<file path="src/rtl/core/efd_pkg.sv">
package efd_pkg;

    localparam int TABLE_DEPTH_DEFAULT = 32;

    localparam int BYTE_W    = 8;
    localparam int RAW_W     = 32;
    localparam int TURN_W    = 15;
    localparam int ANGLE_W   = 17;
    localparam int CHAN_W    = 5;
    localparam int CFG_W     = 8;
    localparam int CFG_IDX_W = 1;
    localparam int GLOB_W    = 9;

    localparam int FRAME_LEN = 7;
    localparam int HOLD_LEN  = FRAME_LEN - 1;

    localparam logic [BYTE_W-1:0] FRAME_HEAD = 8'h7E;
    localparam logic [BYTE_W-1:0] FRAME_TAIL = 8'h7F;

    localparam logic CMD_RX_BYTE = 1'b0;
    localparam logic CMD_QUERY   = 1'b1;

    localparam logic KIND_FRAME = 1'b0;
    localparam logic KIND_QUERY = 1'b1;

    localparam logic [CFG_IDX_W-1:0] CFG_BASE_CHAN  = 1'b0;
    localparam logic [CFG_IDX_W-1:0] CFG_CHAN_LIMIT = 1'b1;

    localparam logic [CFG_W-1:0] BASE_CHAN_RESET  = 8'd0;
    localparam logic [CFG_W-1:0] CHAN_LIMIT_RESET = 8'd10;

    typedef struct packed {
        logic              hit;
        logic [BYTE_W-1:0] chan;
        logic [RAW_W-1:0]  raw;
    } frame_t;

endpackage

</file>
<file path="src/rtl/core/efd_in_if.sv">
interface efd_in_if;
    logic                            valid;
    logic                            ready;
    logic                            command;
    logic [efd_pkg::BYTE_W-1:0]      rx_byte;
    logic [efd_pkg::CHAN_W-1:0]      query_channel;

    modport source (output valid, output command, output rx_byte, output query_channel,
                    input ready);
    modport sink (input valid, input command, input rx_byte, input query_channel,
                  output ready);
endinterface

</file>
<file path="src/rtl/core/efd_out_if.sv">
interface efd_out_if;
    logic                            valid;
    logic                            ready;
    logic                            kind;
    logic [efd_pkg::CHAN_W-1:0]      table_channel;
    logic [efd_pkg::RAW_W-1:0]       raw_word;
    logic [efd_pkg::TURN_W-1:0]      turn_count;
    logic [efd_pkg::ANGLE_W-1:0]     angle_position;
    logic                            reading_valid;

    modport source (output valid, output kind, output table_channel, output raw_word,
                    output turn_count, output angle_position, output reading_valid,
                    input ready);
    modport sink (input valid, input kind, input table_channel, input raw_word,
                  input turn_count, input angle_position, input reading_valid,
                  output ready);
endinterface

</file>
<file path="src/rtl/core/encoder_frame_deframer.sv">
// Channel   Dir  Beat contents
// in_ch     in   command, rx_byte, query_channel
// out_ch    out  kind, table_channel, raw_word, turn_count, angle_position, reading_valid
// cfg       in   cfg_we, cfg_index, cfg_data (0 base channel, 1 channel limit)
//
// One input beat is taken every cycle unless a stall holds the middle stage; the frame check on
// the seven-byte window and the single write port of the reading table settle that rate.
// A result passes the middle stage, then the output register; the table's read is registered.
// Reset clears the window fill, the valid flags and the pipeline at once; no clearing pass.
// A stalled result holds in the output register while one more beat moves into the middle stage.
module encoder_frame_deframer #(
    parameter int TABLE_DEPTH = efd_pkg::TABLE_DEPTH_DEFAULT
) (
    input  logic                          clk,
    input  logic                          rst_n,
    efd_in_if.sink                        in_ch,
    efd_out_if.source                     out_ch,
    input  logic                          cfg_we,
    input  logic [efd_pkg::CFG_IDX_W-1:0] cfg_index,
    input  logic [efd_pkg::CFG_W-1:0]     cfg_data
);
    import efd_pkg::*;

    localparam int ADDR_W = (TABLE_DEPTH > 1) ? $clog2(TABLE_DEPTH) : 1;

    logic [CFG_W-1:0]  offset_reg;
    logic [CFG_W-1:0]  count_reg;

    frame_t            frame;
    logic              in_fire;
    logic              byte_en;
    logic              query;
    logic [GLOB_W-1:0] glob;
    logic [GLOB_W-1:0] query_ext;
    logic              store_en;
    logic              query_in_range;
    logic [RAW_W-1:0]  tbl_data;
    logic              tbl_valid;

    logic              s1_valid_reg;
    logic              s1_kind_reg;
    logic [CHAN_W-1:0] s1_chan_reg;
    logic [RAW_W-1:0]  s1_raw_reg;
    logic              s1_adv;

    logic              out_valid_reg;
    logic              out_kind_reg;
    logic [CHAN_W-1:0] out_chan_reg;
    logic [RAW_W-1:0]  out_raw_reg;
    logic              out_rv_reg;

    always_ff @(posedge clk or negedge rst_n)
    begin
        if (!rst_n)
        begin
            offset_reg <= BASE_CHAN_RESET;
            count_reg  <= CHAN_LIMIT_RESET;
        end
        else if (cfg_we)
        begin
            unique case (cfg_index)
                CFG_BASE_CHAN:  offset_reg <= cfg_data;
                CFG_CHAN_LIMIT: count_reg  <= cfg_data;
                default:        ;
            endcase
        end
    end

    assign s1_adv      = !out_valid_reg || out_ch.ready;
    assign in_ch.ready = !s1_valid_reg || s1_adv;
    assign in_fire     = in_ch.valid && in_ch.ready;
    assign query       = in_fire && (in_ch.command == CMD_QUERY);
    assign byte_en     = in_fire && (in_ch.command == CMD_RX_BYTE);

    efd_window u_window (
        .clk     (clk),
        .rst_n   (rst_n),
        .byte_en (byte_en),
        .byte_in (in_ch.rx_byte),
        .frame   (frame)
    );

    assign glob           = {1'b0, offset_reg} + {1'b0, frame.chan};
    assign store_en       = frame.hit && (frame.chan < count_reg)
                            && (glob < GLOB_W'(TABLE_DEPTH));
    assign query_ext      = GLOB_W'(in_ch.query_channel);
    assign query_in_range = query_ext < GLOB_W'(TABLE_DEPTH);

    efd_table #(
        .TABLE_DEPTH (TABLE_DEPTH)
    ) u_table (
        .clk         (clk),
        .rst_n       (rst_n),
        .wr_en       (store_en),
        .wr_addr     (glob[ADDR_W-1:0]),
        .wr_data     (frame.raw),
        .rd_en       (query),
        .rd_addr     (query_ext[ADDR_W-1:0]),
        .rd_in_range (query_in_range),
        .rd_data     (tbl_data),
        .rd_valid    (tbl_valid)
    );

    always_ff @(posedge clk or negedge rst_n)
    begin
        if (!rst_n)
        begin
            s1_valid_reg  <= 1'b0;
            out_valid_reg <= 1'b0;
        end
        else
        begin
            if (in_ch.ready)
            begin
                s1_valid_reg <= query || store_en;
            end
            if (s1_valid_reg && s1_adv)
            begin
                out_valid_reg <= 1'b1;
            end
            else if (out_ch.ready)
            begin
                out_valid_reg <= 1'b0;
            end
        end
    end

    always_ff @(posedge clk)
    begin
        if (in_fire)
        begin
            s1_kind_reg <= query ? KIND_QUERY : KIND_FRAME;
            s1_chan_reg <= query ? in_ch.query_channel : glob[CHAN_W-1:0];
            s1_raw_reg  <= frame.raw;
        end
        if (s1_valid_reg && s1_adv)
        begin
            out_kind_reg <= s1_kind_reg;
            out_chan_reg <= s1_chan_reg;
            out_raw_reg  <= (s1_kind_reg == KIND_QUERY) ? tbl_data : s1_raw_reg;
            out_rv_reg   <= (s1_kind_reg == KIND_QUERY) ? tbl_valid : 1'b1;
        end
    end

    assign out_ch.valid          = out_valid_reg;
    assign out_ch.kind           = out_kind_reg;
    assign out_ch.table_channel  = out_chan_reg;
    assign out_ch.raw_word       = out_raw_reg;
    assign out_ch.turn_count     = out_raw_reg[RAW_W-1:ANGLE_W];
    assign out_ch.angle_position = out_raw_reg[ANGLE_W-1:0];
    assign out_ch.reading_valid  = out_rv_reg;

    a_query_enters_stage: assert property (@(posedge clk) disable iff (!rst_n)
        query |=> (s1_valid_reg && (s1_kind_reg == KIND_QUERY)))
        else $error("accepted query did not reach the middle stage");

    a_stage_holds: assert property (@(posedge clk) disable iff (!rst_n)
        (s1_valid_reg && !s1_adv) |=> (s1_valid_reg && $stable(s1_raw_reg)
                                       && $stable(s1_chan_reg)))
        else $error("middle stage changed while stalled");

    a_frame_is_valid: assert property (@(posedge clk) disable iff (!rst_n)
        (out_valid_reg && (out_kind_reg == KIND_FRAME)) |-> out_rv_reg)
        else $error("stored frame result without reading_valid");

    a_store_only_on_byte: assert property (@(posedge clk) disable iff (!rst_n)
        store_en |-> byte_en)
        else $error("table write without an accepted byte");

endmodule

</file>
<file path="src/rtl/core/efd_ram.sv">
module efd_ram #(
    parameter int WIDTH = 32,
    parameter int DEPTH = 32,
    localparam int ADDR_W = (DEPTH > 1) ? $clog2(DEPTH) : 1
) (
    input  logic              clk,
    input  logic              we,
    input  logic [ADDR_W-1:0] waddr,
    input  logic [WIDTH-1:0]  wdata,
    input  logic              re,
    input  logic [ADDR_W-1:0] raddr,
    output logic [WIDTH-1:0]  rdata
);

    logic [WIDTH-1:0] mem [0:DEPTH-1];
    logic [WIDTH-1:0] rdata_reg;

    always_ff @(posedge clk)
    begin
        if (we)
        begin
            mem[waddr] <= wdata;
        end
        if (re)
        begin
            rdata_reg <= mem[raddr];
        end
    end

    assign rdata = rdata_reg;

endmodule

</file>
<file path="src/rtl/core/efd_window.sv">
module efd_window (
    input  logic                       clk,
    input  logic                       rst_n,
    input  logic                       byte_en,
    input  logic [efd_pkg::BYTE_W-1:0] byte_in,
    output efd_pkg::frame_t            frame
);
    import efd_pkg::*;

    logic [BYTE_W-1:0] win_reg  [0:HOLD_LEN-1];
    logic [BYTE_W-1:0] win_next [0:HOLD_LEN-1];
    logic [2:0]        fill_reg;
    logic [2:0]        fill_next;
    logic [BYTE_W-1:0] full_win [0:FRAME_LEN-1];
    logic              full;
    logic              found;
    logic [2:0]        head;
    logic [2:0]        shift;
    logic [3:0]        src;

    always_comb
    begin
        for (int i = 0; i < HOLD_LEN; i++)
        begin
            full_win[i] = win_reg[i];
        end
        full_win[FRAME_LEN-1] = byte_in;
        full = byte_en && (fill_reg == 3'(HOLD_LEN));

        found = 1'b0;
        head  = 3'd0;
        for (int i = FRAME_LEN - 1; i >= 0; i--)
        begin
            if (full_win[i] == FRAME_HEAD)
            begin
                found = 1'b1;
                head  = 3'(i);
            end
        end

        if (!found)
        begin
            shift = 3'(FRAME_LEN);
        end
        else if (head != 3'd0)
        begin
            shift = head;
        end
        else if (full_win[FRAME_LEN-1] != FRAME_TAIL)
        begin
            shift = 3'd1;
        end
        else
        begin
            shift = 3'(FRAME_LEN);
        end

        frame.hit  = full && found && (head == 3'd0) && (full_win[FRAME_LEN-1] == FRAME_TAIL);
        frame.chan = full_win[1];
        frame.raw  = {full_win[2], full_win[3], full_win[4], full_win[5]};

        win_next  = win_reg;
        fill_next = fill_reg;
        src       = 4'd0;
        if (full)
        begin
            for (int i = 0; i < HOLD_LEN; i++)
            begin
                src = 4'(i) + {1'b0, shift};
                win_next[i] = (src < 4'(FRAME_LEN)) ? full_win[src[2:0]] : '0;
            end
            fill_next = 3'(FRAME_LEN) - shift;
        end
        else if (byte_en)
        begin
            win_next[fill_reg] = byte_in;
            fill_next = fill_reg + 3'd1;
        end
    end

    always_ff @(posedge clk or negedge rst_n)
    begin
        if (!rst_n)
        begin
            fill_reg <= 3'd0;
        end
        else
        begin
            fill_reg <= fill_next;
        end
    end

    always_ff @(posedge clk)
    begin
        win_reg <= win_next;
    end

endmodule

</file>
<file path="src/rtl/core/efd_table.sv">
module efd_table #(
    parameter int TABLE_DEPTH = efd_pkg::TABLE_DEPTH_DEFAULT,
    localparam int ADDR_W = (TABLE_DEPTH > 1) ? $clog2(TABLE_DEPTH) : 1
) (
    input  logic                      clk,
    input  logic                      rst_n,
    input  logic                      wr_en,
    input  logic [ADDR_W-1:0]         wr_addr,
    input  logic [efd_pkg::RAW_W-1:0] wr_data,
    input  logic                      rd_en,
    input  logic [ADDR_W-1:0]         rd_addr,
    input  logic                      rd_in_range,
    output logic [efd_pkg::RAW_W-1:0] rd_data,
    output logic                      rd_valid
);
    import efd_pkg::*;

    logic [TABLE_DEPTH-1:0] flags_reg;
    logic                   rd_flag_reg;
    logic [RAW_W-1:0]       ram_q;

    efd_ram #(
        .WIDTH (RAW_W),
        .DEPTH (TABLE_DEPTH)
    ) u_ram (
        .clk   (clk),
        .we    (wr_en),
        .waddr (wr_addr),
        .wdata (wr_data),
        .re    (rd_en),
        .raddr (rd_addr),
        .rdata (ram_q)
    );

    always_ff @(posedge clk or negedge rst_n)
    begin
        if (!rst_n)
        begin
            flags_reg   <= '0;
            rd_flag_reg <= 1'b0;
        end
        else
        begin
            if (wr_en)
            begin
                flags_reg[wr_addr] <= 1'b1;
            end
            if (rd_en)
            begin
                rd_flag_reg <= rd_in_range && flags_reg[rd_addr];
            end
        end
    end

    // Entries never written, and reads out of range, read as zero.
    assign rd_data  = rd_flag_reg ? ram_q : '0;
    assign rd_valid = rd_flag_reg;

endmodule

</file>
<file path="src/flat_wrapper.sv">
// flat-port wrapper written by rule: the top's interface ports become plain ports
module encoder_frame_deframer_flat import efd_pkg::*;
#(
    parameter int TABLE_DEPTH = efd_pkg::TABLE_DEPTH_DEFAULT
)
  (clk, rst_n, cfg_we, cfg_index, cfg_data, in_ch_valid, in_ch_command, in_ch_rx_byte, in_ch_query_channel, in_ch_ready, out_ch_valid, out_ch_kind, out_ch_table_channel, out_ch_raw_word, out_ch_turn_count, out_ch_angle_position, out_ch_reading_valid, out_ch_ready);
  efd_in_if in_ch_i ();
  efd_out_if out_ch_i ();
  input  logic clk;
  input  logic rst_n;
  input  logic cfg_we;
  input  logic [efd_pkg::CFG_IDX_W-1:0] cfg_index;
  input  logic [efd_pkg::CFG_W-1:0] cfg_data;
  input wire logic [$bits(in_ch_i.valid)-1:0] in_ch_valid;
  input wire logic [$bits(in_ch_i.command)-1:0] in_ch_command;
  input wire logic [$bits(in_ch_i.rx_byte)-1:0] in_ch_rx_byte;
  input wire logic [$bits(in_ch_i.query_channel)-1:0] in_ch_query_channel;
  output wire logic [$bits(in_ch_i.ready)-1:0] in_ch_ready;
  output wire logic [$bits(out_ch_i.valid)-1:0] out_ch_valid;
  output wire logic [$bits(out_ch_i.kind)-1:0] out_ch_kind;
  output wire logic [$bits(out_ch_i.table_channel)-1:0] out_ch_table_channel;
  output wire logic [$bits(out_ch_i.raw_word)-1:0] out_ch_raw_word;
  output wire logic [$bits(out_ch_i.turn_count)-1:0] out_ch_turn_count;
  output wire logic [$bits(out_ch_i.angle_position)-1:0] out_ch_angle_position;
  output wire logic [$bits(out_ch_i.reading_valid)-1:0] out_ch_reading_valid;
  input wire logic [$bits(out_ch_i.ready)-1:0] out_ch_ready;
  assign in_ch_i.valid = in_ch_valid;
  assign in_ch_i.command = in_ch_command;
  assign in_ch_i.rx_byte = in_ch_rx_byte;
  assign in_ch_i.query_channel = in_ch_query_channel;
  assign in_ch_ready = in_ch_i.ready;
  assign out_ch_valid = out_ch_i.valid;
  assign out_ch_kind = out_ch_i.kind;
  assign out_ch_table_channel = out_ch_i.table_channel;
  assign out_ch_raw_word = out_ch_i.raw_word;
  assign out_ch_turn_count = out_ch_i.turn_count;
  assign out_ch_angle_position = out_ch_i.angle_position;
  assign out_ch_reading_valid = out_ch_i.reading_valid;
  assign out_ch_i.ready = out_ch_ready;
  encoder_frame_deframer #(.TABLE_DEPTH(TABLE_DEPTH)) u_core (.clk(clk), .rst_n(rst_n), .in_ch(in_ch_i), .out_ch(out_ch_i), .cfg_we(cfg_we), .cfg_index(cfg_index), .cfg_data(cfg_data));
endmodule
</file>
<file path="config.mk">
export PLATFORM = sky130hd
export DESIGN_NAME = encoder_frame_deframer_flat
export DESIGN_NICKNAME = d
export VERILOG_FILES = /design/src/rtl/core/efd_pkg.sv /design/src/rtl/core/efd_in_if.sv /design/src/rtl/core/efd_out_if.sv /design/src/rtl/core/encoder_frame_deframer.sv /design/src/rtl/core/efd_ram.sv /design/src/rtl/core/efd_window.sv /design/src/rtl/core/efd_table.sv /design/src/flat_wrapper.sv
export SDC_FILE = /design/constraint.sdc
export NUM_CORES = 1
export LEC_CHECK = 0
export ABC_CLOCK_PERIOD_IN_PS = 4300
export BUFFER_PORTS_ARGS = -buffer_cell sky130_fd_sc_hd__buf_4
export CORE_MARGIN = 2
export CORE_UTILIZATION = 40
export CTS_CLUSTER_DIAMETER = 30
export DETAILED_ROUTE_END_ITERATION = 10
export MAX_ROUTING_LAYER = met4
export PLACE_DENSITY_LB_ADDON = 0.12
export SLEW_MARGIN = 20
export SYNTH_ARGS = -nofsm -noshare
export SYNTH_HDL_FRONTEND = slang
export SYNTH_SLANG_ARGS = --single-unit
export TNS_END_PERCENT = 5
</file>
<file path="constraint.sdc">
create_clock -name clk -period 4.3 [get_ports clk]
set_input_delay 0.215 -clock clk [delete_from_list [all_inputs] [get_ports clk]]
set_output_delay 0.215 -clock clk [all_outputs]
set_load 0.005 [all_outputs]
</file>
## After elaboration in Yosys (flattened, before gate mapping)

Memory sizes are Yosys's and may differ from the RTL's. A register that Yosys moved wholly into a read port is not among the register bits.
Cells that the tools add are included.

- Equality and inequality tests: 10
- Add/subtract/negate cells: 8
- Order comparisons: 20
- Bitwise gates (word level): 10
- Multiplexer cells: 60
- Reduce and logical (&&, ||, !) cells: 24

Operator list:

| operator | count |
|---|---|
| $mux 8 | 19 |
| $bmux 8 s3 | 6 |
| $mux 48 | 2 |
| $eq 8x7->1 const B | 8 |
| $mux 32 | 2 |
| $bwmux 48 | 1 |
| $mux 3 | 12 |
| $or 32x32->32 | 1 |
| $ge 4x4->1 const B | 7 |
| $not 3->4 | 7 |
| $demux 8 s3 | 1 |
| $lt 4x3->1 const B | 5 |
| $lt 5x6->1 const B | 3 |
| $mux 1 | 14 |
| $logic_and 1x1->1 | 13 |
| $add 8x8->9 | 1 |
| $lt 9x6->1 const B | 1 |
| $add 2x3->4 const A | 2 |
| $add 3x3->4 const A | 2 |
| $lt 8x8->1 | 1 |
| $ne 8x7->1 const B | 1 |
| $bmux 1 s5 | 1 |
| $demux 1 s5 | 1 |
| $ge 5x1->1 const B | 1 |
| 14 further kinds | 20 |

- RAM bits: 1,024
- Register bits: 179
- Input port bits: 28
- Memories kept: 1

Memory list:

| memory | depth | width | read ports | clocked after Yosys merged registers in | write ports | line | RTL |
|---|---|---|---|---|---|---|---|
| u_core.u_table.u_ram.mem | 32 | 32 | 1 | 1 | 1 | efd_ram.sv:15 | `logic [WIDTH-1:0] mem [0:DEPTH-1];` |

## Longest topological paths before layout

Gate-level depths: netlist (run 1).

- Depth in word-level cells: 18
- Mapped depth: 15
- Gate-level depth less buffers: 13

## By module

A second synthesis (run 1) with hierarchy kept.

- Cells, all modules: 3,213
- Area total of the unflattened synthesis: 51,399.3 sq um

Modules (own cells, without submodules):

| module | times used | cells an instance | area each (sq um) | seq. area each (sq um) |
|---|---|---|---|---|
| efd_ram | 1 | 2,260 | 40,805.4 | 31,710.4 |
| efd_window | 1 | 555 | 4,743.3 | 1,516.5 |
| encoder_frame_deframer | 1 | 249 | 4,136.5 | 2,765.2 |
| efd_table | 1 | 149 | 1,714.1 | 825.8 |

## Least setup slack after synthesis (run 1)

No wires, ideal clock.

- Kind: register to register
- From: reg u_core.u_window.win_reg, in the netlist u_core.u_window.frame[32]
- To: mem u_core.u_table.u_ram.mem[11][0] (enable)
- Cell stages (with the launch flop): 10
- Path slack: 0.296 ns
- Data required time: 3.879 ns
- Period minus slack after synthesis: 4.004 ns
- Setup time: 0.421 ns
- Arrival: 3.582 ns
- Path buffers: 1
- Path through: edfxtp_1 > ha_1 > fa_1 > a21oi_1 > nand4b_1 > nor3_1 > o2111a_1 > nand3_1 > clkbuf_1 > nor2_1

- Longest elaborated chain between the ends: 10
- Elaborated cells on any way between the ends: 16

RTL lines:

| element | line | RTL |
|---|---|---|
| start: declaration | efd_window.sv:10 | `logic [BYTE_W-1:0] win_reg [0:HOLD_LEN-1];` |
| start signal: assignment | efd_window.sv:95 | `win_reg <= win_next;` |
| branches (longest 10 deep; another with $add 8x8->9) | -- |  |
| end: declaration | efd_ram.sv:15 |  |

Several ways; the timed one is not identified.

==> results.json, run 1 <==
{
  "start_util_pct": 40.3,
  "syn-instance-count": 2385,
  "die_w_um": 357,
  "status": "finished clean",
  "timing.rr.end": "u_core.u_window.frame[31]",
  "gp_congestion": 0.888,
  "tns_ps": 0,
  "period_minus_slack_ps": 3890,
  "num_vias": 26400,
  "yosys_register_bits": 1235,
  "peakVddDrop_mv": 0.424,
  "r2r-start": "u_core.u_window.full_win[55]",
  "switchingPower_uw": 7880,
  "grt_first_pass_wirelength_mm": 200,
  "clkSinkCount": 1235,
  "io_pins": 101,
  "fin_crit_sh_pct": 90.4,
  "vias_per_cell": 5.72,
  "crit_buf_inv": 1,
  "die-area_sq_um": 127000,
  "grt_pass1_vias": 27600,
  "reg2regPathDepth": 11,
  "tightest_slew_ps": 1120,
  "portBuffers": 100,
  "tritoncts": "built",
  "drt-initial-drc-count": 2548,
  "drive_gt1_share_pct": 37.5,
  "pwr-share-comb_pct": 6.0,
  "netlist_area_sq_um": 49900,
  "max_cap_violations": 0,
  "power.static_leakage_uw": 0.0213,
  "dpl.hpwl_mm": 82.6,
  "wl_mm": 140,
  "syn_nets": 2441,
  "startpoint_type": "flip-flop",
  "r2r_slack_ps": 410,
  "firstDrtPassIters": 7,
  "dp_cells": 4103,
  "antenna_found_initial": 6,
  "switching_share_pct": 21.6,
  "largest_register_ff_count": 1024,
  "intPower_uw": 28600,
  "grt_use_total_pct": 22.9,
  "p_clk_share_pct": 56.5,
  "die_y_um": 357,
  "cp_slowest_cell": "or4b_1",
  "cpPeakStageDelay_ps": 600,
  "yosys.area.top_type": "edfxtp_1",
  "hp-class": "primary input to flip-flop",
  "seqPwrFrac_pct": 37.4,
  "rsz0062_at_grt": "false",
  "clk_pin_slew_ps": 50,
  "path_class": "flip-flop to flip-flop",
  "grt_max_degree": 65,
  "syn_to_final_growth_pct": 26.1,
  "fp-row-count": 129,
  "powerDensity_nw_per_um2": 580,
  "cp_max_fo": 20,
  "cts_buffers": 279,
  "min_from": "in_ch_query_channel[2]",
  "worstHoldEndpoint": "u_core.s1_chan_reg[2]",
  "drt-wirelength-per-cell_um": 30.3,
  "slew_viol_final": 0,
  "holdPathStages": 3,
  "clock_path_buffers": 4,
  "grt-ovfl-total": 0,
  "n_fill_cell": 9931,
  "stdcell_count": 4612,
  "relSlewSlack_pct": 25.4,
  "drt.antenna.violating_nets": 0,
  "crit_path_frequent_cell": "nand2_1",
  "yosys_warnings": 0,
  "synthDistinctLibCells": 77,
  "end_kind": "flip-flop",
  "drc": 0,
  "htreeDepth": 5,
  "crit_family": "simple AND/OR/NAND/NOR gates",
  "worst_ep_required_time_ps": 4970,
  "synth_edf_count": 1181,
  "fin_skew_ps": 49.9,
  "netlist_top_cells_area": "edfxtp_1, mux4_2, dfrtp_1, mux2_2, nand2_1",
  "synth-seq-area-share_pct": 73.8,
  "cts_resized": 0,
  "regMostFlops": "u_core.u_table.u_ram.mem",
  "path_cells": "nand4b_1 -> nor2_1 -> nand2_1 -> o21ai_4 -> inv_2 -> ha_1 -> or4b_1 -> nor3_2 -> a22o_1 -> nand2_1 -> o211ai_1",
  "setup_violations": 0,
  "worstSkewPairLatency_ps": 870,
  "root_buffer": "clkbuf_16",
  "yosys.area.top_type_share_pct": 71.1,
  "synth_area_per_cell_sq_um": 20.9,
  "worstPathArrival_ps": 4560,
  "layout.nets": 2829,
  "synthArstFlopShare_pct": 4.37,
  "fp.coreArea_sq_um": 124000,
  "hold_viol": 0,
  "fmax_mhz": 257,
  "ys.flop_type": "edfxtp_1"
}
==> per-stage QoR <==
step | power, uW | hold slack (ps) | setup slack (ps) | util (%) | area (sq um)
2_1_floorplan | 15100 | -80.6 | 296 | - | 49900
3_3_place_gp | 16000 | 322 | 580 | 43.2 | 53400
3_5_place_dp | 16000 | 326 | 526 | 43.2 | 53400
4_1_cts | 36800 | 62.1 | 508 | 50.8 | 62900
5_1_grt | 37500 | 123 | 234 | 50.8 | 62900
6_report | 36500 | 89.1 | 413 | 50.8 | 62900
==> routing by layer <==
metal	track usage, %	vias up	part of all wire, %
li1	-	10800	-
met1	31.4	14200	44
met4	6.77	0	2.2
met3	4.44	225	6.3
met5	-	-	0
met2	35.1	1080	48
==> area by class of cell <==
class	count	area, sq um	area share, %
clock buffers	327	7350	11.7
inverters	56	213	0.338
diodes	1	2.50	0.00398
multi-input cells	941	12300	19.6
well taps	1637	2050	3.26
flip-flops and latches	1235	36800	58.6
clock inverters	155	1820	2.90
repair buffers	260	2320	3.68
==> power groups by stage <==
stage               sequential (uW)  combinational, uW  clock (uW)
floorplan                     13900               1140           0
global placement              13900               2170           0
detailed placement            13900               2170           0
CTS                           13700               2200       20900
global route                  13700               2350       21500
finish                        13700               2190       20600
==> cell families (layout without fill, tap and decap cells) <==
group	Yosys count	after routing	share of synthesized area, %
AOI/OAI and AO/OA	206	206	3.04
xor gates and xnor gates	6	6	0.105
adders and majority gates	28	28	0.718
buffers and inverters	209	798	1.99
DFF	1235	1235	73.8
muxes	444	444	17.8
other	0	1	0
and+or+nand+nor	257	257	2.48
==> cell usage after synthesis (all sizes together), types with 19 or more instances <==
master,n
edfxtp,1181
mux4,346
nand2,97
buf,85
mux2,76
clkbuf,68
nor2,60
inv,55
dfrtp,52
o21ai,40
nand3,34
o21bai,33
ha,27
a21oi,24
mux2i,22
o211ai,19
==> how the worst max path moves through the flow <==
stage                                      start                              end  cells after the start
floorplan              u_core.u_window.frame[32]  u_core.u_table.u_ram.mem[11][0]                      9
global placement       u_core.u_window.frame[23]        u_core.u_window.frame[31]                     11
detailed placement  u_core.u_window.full_win[55]        u_core.u_window.frame[31]                     11
CTS                 u_core.u_window.full_win[55]        u_core.u_window.frame[31]                     11
global route        u_core.u_window.full_win[55]        u_core.u_window.frame[31]                     11
finish              u_core.u_window.full_win[55]        u_core.u_window.frame[31]                     11
==> cell usage in the layout (no fill, tap or decap), types with 31 or more instances in the layout <==
cell / Yosys / routed
nand2_1: 97 / 97
nor2_4: 0 / 32
mux4_2: 342 / 342
o21bai_1: 33 / 33
clkbuf_16: 0 / 287
clkbuf_1: 68 / 38
inv_1: 52 / 52
bufinv_16: 0 / 36
clkinv_1: 1 / 31
nand3_1: 33 / 33
o21ai_0: 39 / 39
mux2_2: 68 / 68
buf_4: 35 / 210
clkinv_2: 0 / 40
edfxtp_1: 1181 / 1181
dfrtp_1: 52 / 52
==> timing repair <==
action,CTS,global route
hold endpoints to repair,119,0
hold buffers,26,0
buffers inserted,0,0
==> worst reg2reg max path, delay by kind of cell (launching register included) <==
kind	cells	cell delay (ps)
AOI/OAI and AO/OA	3	680
DFF	1	500
and+or+nand+nor	6	2000
buffers and inverters	1	280
adders and majority gates	1	270
Power figures use the tool's default switching activity.
==> inputs of run 2 (changes only) <==
ABC_CLOCK_PERIOD_IN_PS = 4750   (was 4300)
clock period = 4.75 ns   (was 4.3 ns; I/O delays follow)
==> results.json, run 2 (same netlist as run 1, synthesis figures left out) <==
{
  "drc": 0,
  "antenna_cells": 0,
  "io_pins": 101,
  "fmax_mhz": 243,
  "cts_resized": 0,
  "worst_slack_ps": 636,
  "clock_path_buffers": 4,
  "worst_ep_required_time_ps": 5390,
  "drt-initial-drc-count": 2786,
  "hold_viol": 0,
  "largest_register_ff_count": 1024,
  "regArea_sq_um": 36800,
  "final_common_cell": "edfxtp_1",
  "vias_per_cell": 5.72,
  "status": "finished clean",
  "worstPathArrival_ps": 4750,
  "grt_first_pass_wirelength_mm": 198,
  "peakVddDrop_mv": 0.371,
  "power.static_leakage_uw": 0.0209,
  "portBuffers": 100,
  "htreeDepth": 5,
  "n_fill_cell": 10000,
  "dp_cells": 4075,
  "num_vias": 26200,
  "syn_to_final_growth_pct": 24.7,
  "fin_skew_ps": 40.8,
  "die_y_um": 357,
  "fin_crit_sh_pct": 86.6,
  "drt-wirelength-per-cell_um": 30.0,
  "clkSinkCount": 1235,
  "cp_max_fo": 38,
  "regMostFlops": "u_core.u_table.u_ram.mem",
  "powerDensity_nw_per_um2": 514,
  "period_minus_slack_ps": 4110,
  "firstDrtPassIters": 6,
  "layout.nets": 2796,
  "antenna_found_initial": 8,
  "final_util_pct": 50.3,
  "multiInputGateArea_sq_um": 12300,
  "cts_buffers": 279,
  "max_cap_violations": 0,
  "stdcell_count": 4575,
  "dpl.hpwl_mm": 76.4,
  "die-area_sq_um": 127000,
  "grt-ovfl-total": 0,
  "end_kind": "flip-flop",
  "path_class": "flip-flop to flip-flop",
  "tns_ps": 0,
  "gp_congestion": 0.895,
  "tightest_slew_ps": 1100,
  "grt_pass1_vias": 27800,
  "wl_mm": 137,
  "setup_violations": 0,
  "rsz0062_at_grt": "false",
  "start_util_pct": 40.3,
  "drt.antenna.violating_nets": 0,
  "root_buffer": "clkbuf_16",
  "tritoncts": "built",
  "holdWs_ps": 36.1,
  "grt_max_degree": 72,
  "layout_common_cells": "edfxtp_1, mux4_2, clkbuf_16",
  "fp-row-count": 129,
  "slew_viol_final": 0,
  "dp_slack_ps": 790,
  "drive_gt1_share_pct": 36.5,
  "post_cts.repair.setup_buffers": 0,
  "relSlewSlack_pct": 26.9,
  "grt_use_total_pct": 22.6,
  "hp-class": "primary input to flip-flop",
  "ctsHoldBuffers": 21,
  "worstSkewPairLatency_ps": 870,
  "fp.coreArea_sq_um": 124000,
  "die_w_um": 357,
  "startpoint_type": "flip-flop",
  "clk_pin_slew_ps": 50
}
[run 2: cell types whose count changed in the layout (fill, tap and decap cells not counted), sizes merged]
cell / previous run / this run
buf: 235 / 207
clkinv: 90 / 110
clkbuf: 327 / 319
dlygate4sd3: 25 / 20
bufinv: 36 / 23
clkinvlp: 16 / 19
inv: 69 / 64
diode: 1 / 0
[run 2: worst max-delay path, cell delays in order (launching register included)]
cell and delay, ps:
edfxtp_1 360, buf_4 270, nand4b_1 280, nor2_1 240
a211oi_2 120, o21ai_4 330, buf_4 420, ha_1 250
inv_1 60, ha_1 370, nor2_1 170, nand4_1 120
o22ai_1 600, nand2_1 150, o211ai_1 160
[run 2: cell type report]
class | instances | share of cell area (%)
Clock buffer | 319 | 11.7
Tap cell | 1637 | 3.29
Multi-Input combinational cell | 941 | 19.8
Sequential cell | 1235 | 59.2
Inverter | 56 | 0.342
Clock inverter | 160 | 2.36
Timing Repair Buffer | 227 | 3.33
[run 2: path summary, 6_finish.rpt]
| kind | from | endpoint | slack (ps) | cells after the start |
|---|---|---|---|---|
| worst min register to register | u_core.s1_chan_reg[1] | u_core.out_ch.table_channel[1] | 420 | 0 |
| min in group asynchronous | rst_n | u_core.count_reg[3] | 440 | 3 |
| max in group asynchronous | rst_n | u_core.out_ch.valid | 4020 | 4 |
| worst max register to register | u_core.u_window.frame[24] | u_core.u_window.frame[7] | 640 | 14 |
| worst min-delay path | cfg_index | u_core.count_reg[0] | 40 | 3 |
| worst max-delay path | u_core.u_window.frame[24] | u_core.u_window.frame[7] | 640 | 14 |
[run 2: power breakdown]
group,internal (uW),switching (uW),leakage [uW]
sequential,12300,127,0.0114
clock,12100,5630,0.00424
combinational,697,1190,0.00524
[run 2: per-layer routing]
| metal | up-vias | wire length (um) | part of all wire [%] | global-route usage (%) |
|---|---|---|---|---|
| li1 | 10800 | - | - | - |
| met1 | 14100 | 59200 | 43 | 30.5 |
| met2 | 1074 | 64000 | 47 | 33.5 |
| met3 | 270 | 8410 | 6.1 | 4.29 |
| met4 | 0 | 5580 | 4.1 | 9.86 |
| met5 | - | 0 | 0 | - |
[run 2: metrics by stage]
stage / total power (uW) / cell area (sq um)
after global placement: 14400 / 53200
after global routing: 33000 / 62200
after detailed placement: 14400 / 53200
after floorplan: 13700 / 49900
after CTS: 32300 / 62200
final: 32000 / 62200
==> inputs of run 3 (changes only) <==
PLACE_DENSITY_LB_ADDON = 0.08   (was 0.12)
==> results.json, run 3 (same netlist as run 1, synthesis figures left out) <==
{
  "status": "finished clean",
  "grt_pass1_vias": 27800,
  "portBuffers": 100,
  "min_from": "in_ch_valid",
  "grt_max_degree": 86,
  "startpoint_type": "flip-flop",
  "fp.coreArea_sq_um": 124000,
  "relSlewSlack_pct": 24.1,
  "tightest_slew_ps": 1130,
  "clk_pin_slew_ps": 50,
  "n_fill_cell": 9964,
  "grt-ovfl-total": 0,
  "powerDensity_nw_per_um2": 523,
  "max_cap_violations": 0,
  "startpoint": "u_core.u_window.frame[24]",
  "clkSinkCount": 1235,
  "layout.nets": 2810,
  "die-area_sq_um": 127000,
  "end_kind": "flip-flop",
  "antenna_found_initial": 4,
  "dpl.hpwl_mm": 79.7,
  "post_cts.repair.setup_buffers": 0,
  "worstPathArrival_ps": 4620,
  "cts_resized": 0,
  "num_vias": 26100,
  "r2r-start": "u_core.u_window.frame[24]",
  "setup_violations": 0,
  "postPlaceCellArea_sq_um": 53400,
  "power.static_leakage_uw": 0.0211,
  "drt-initial-drc-count": 2489,
  "rsz0062_at_grt": "false",
  "worstSkewPairLatency_ps": 860,
  "hp-class": "primary input to flip-flop",
  "regMostFlops": "u_core.u_table.u_ram.mem",
  "cp_max_fo": 38,
  "syn_to_final_growth_pct": 25.9,
  "fp-row-count": 129,
  "path_class": "flip-flop to flip-flop",
  "firstDrtPassIters": 5,
  "wl_mm": 141,
  "tritoncts": "built",
  "hold_viol": 0,
  "cts_buffers": 285,
  "start_util_pct": 40.3,
  "clock_path_buffers": 4,
  "peakVddDrop_mv": 0.386,
  "final_common_cell": "edfxtp_1",
  "htreeDepth": 5,
  "drive_gt1_share_pct": 37.6,
  "grt_first_pass_wirelength_mm": 201,
  "layout_common_cells": "edfxtp_1, mux4_2, clkbuf_16",
  "io_pins": 101,
  "drt-wirelength-per-cell_um": 30.6,
  "slew_viol_final": 0,
  "vias_per_cell": 5.68,
  "largest_register_ff_count": 1024,
  "fin_crit_sh_pct": 83.3,
  "drc": 0,
  "fmax_mhz": 253,
  "gp_congestion": 0.866,
  "period_minus_slack_ps": 3960,
  "drt.antenna.violating_nets": 0,
  "fin_skew_ps": 41.5,
  "tns_ps": 0,
  "worst_ep_required_time_ps": 5410,
  "die_y_um": 357,
  "root_buffer": "clkbuf_16",
  "die_w_um": 357,
  "fin_area_sq_um": 62800,
  "grt_use_total_pct": 23.1
}
-- run 3: cell types whose count changed in the layout (fill, tap and decap cells not counted), sizes merged --
cell         delta
inv             +4
clkinvlp       +10
diode           +1
buf             +7
bufinv          +7
clkinv          -1
dlygate4sd3     +1
clkbuf          -1
-- run 3: final cells by class --
class | count | area, sq um | share of cell area, %
Sequential cell | 1235 | 36800 | 58.7
Multi-Input combinational cell | 941 | 12300 | 19.6
Clock buffer | 318 | 7370 | 11.7
Timing Repair Buffer | 235 | 2220 | 3.54
Tap cell | 1637 | 2050 | 3.26
Clock inverter | 180 | 1800 | 2.87
Inverter | 56 | 213 | 0.339
Antenna cell | 1 | 2.50 | 0.00399
-- run 3: path summary, 6_finish.rpt --
| check | cells past startpoint | slack [ps] | to |
|---|---|---|---|
| worst max-delay path | 12 | 790 | u_core.u_window.frame[31] |
| worst min-delay path | 5 | 80 | u_core.s1_chan_reg[1] |
| min in group asynchronous | 3 | 430 | u_core.u_table.flags_reg[10] |
| worst max register to register | 12 | 790 | u_core.u_window.frame[31] |
| worst min register to register | 0 | 430 | u_core.out_ch.table_channel[2] |
| max in group asynchronous | 4 | 3390 | u_core.u_table.flags_reg[4] |
-- run 3: through the flow --
| stage | util, % | setup slack (ps) | power (uW) | hold slack, ps | std cells |
|---|---|---|---|---|---|
| finish | 50.8 | 792 | 32900 | 78.1 | 4603 |
| global route | 50.8 | 616 | 33900 | 66.7 | 4603 |
| CTS | 50.8 | 715 | 33200 | 22.3 | 4602 |
| detailed placement | 43.2 | 771 | 14400 | 352 | 4082 |
| global placement | 43.2 | 942 | 14400 | 343 | 4082 |
| floorplan | - | 746 | 13700 | -58.1 | 2385 |
-- run 3: worst max-delay path: stages, from the launching register on --
cell and delay (ps):
edfxtp_1 350, buf_4 260, nand4b_1 270, or2_1 260
a211o_2 380, nor2_8 250, inv_4 190, ha_1 220
or4b_1 570, nor3_2 540, a22o_1 240, nand2_1 60
o211ai_1 140
-- run 3: power breakdown --
group          internal, uW  switching (uW)  total (uW)
Clock                 12700            5900       18600
Sequential            12300             126       12400
Combinational           697            1190        1880
Total                 25600            7220       32900
-- run 3: per-layer routing --
metal	vias up	wire (um)	track usage (%)
li1	10800	-	-
met4	0	3190	6.76
met5	-	0	-
met1	14100	59500	30.1
met3	224	9120	5.53
met2	1010	68800	36.4
-- run 3: repair_timing --
| item | 4_1_cts | 5_1_grt |
|---|---|---|
| endpoints found under the setup margin | 0 | 0 |
| hold endpoints to repair | 121 | 0 |
| hold buffers | 22 | 0 |
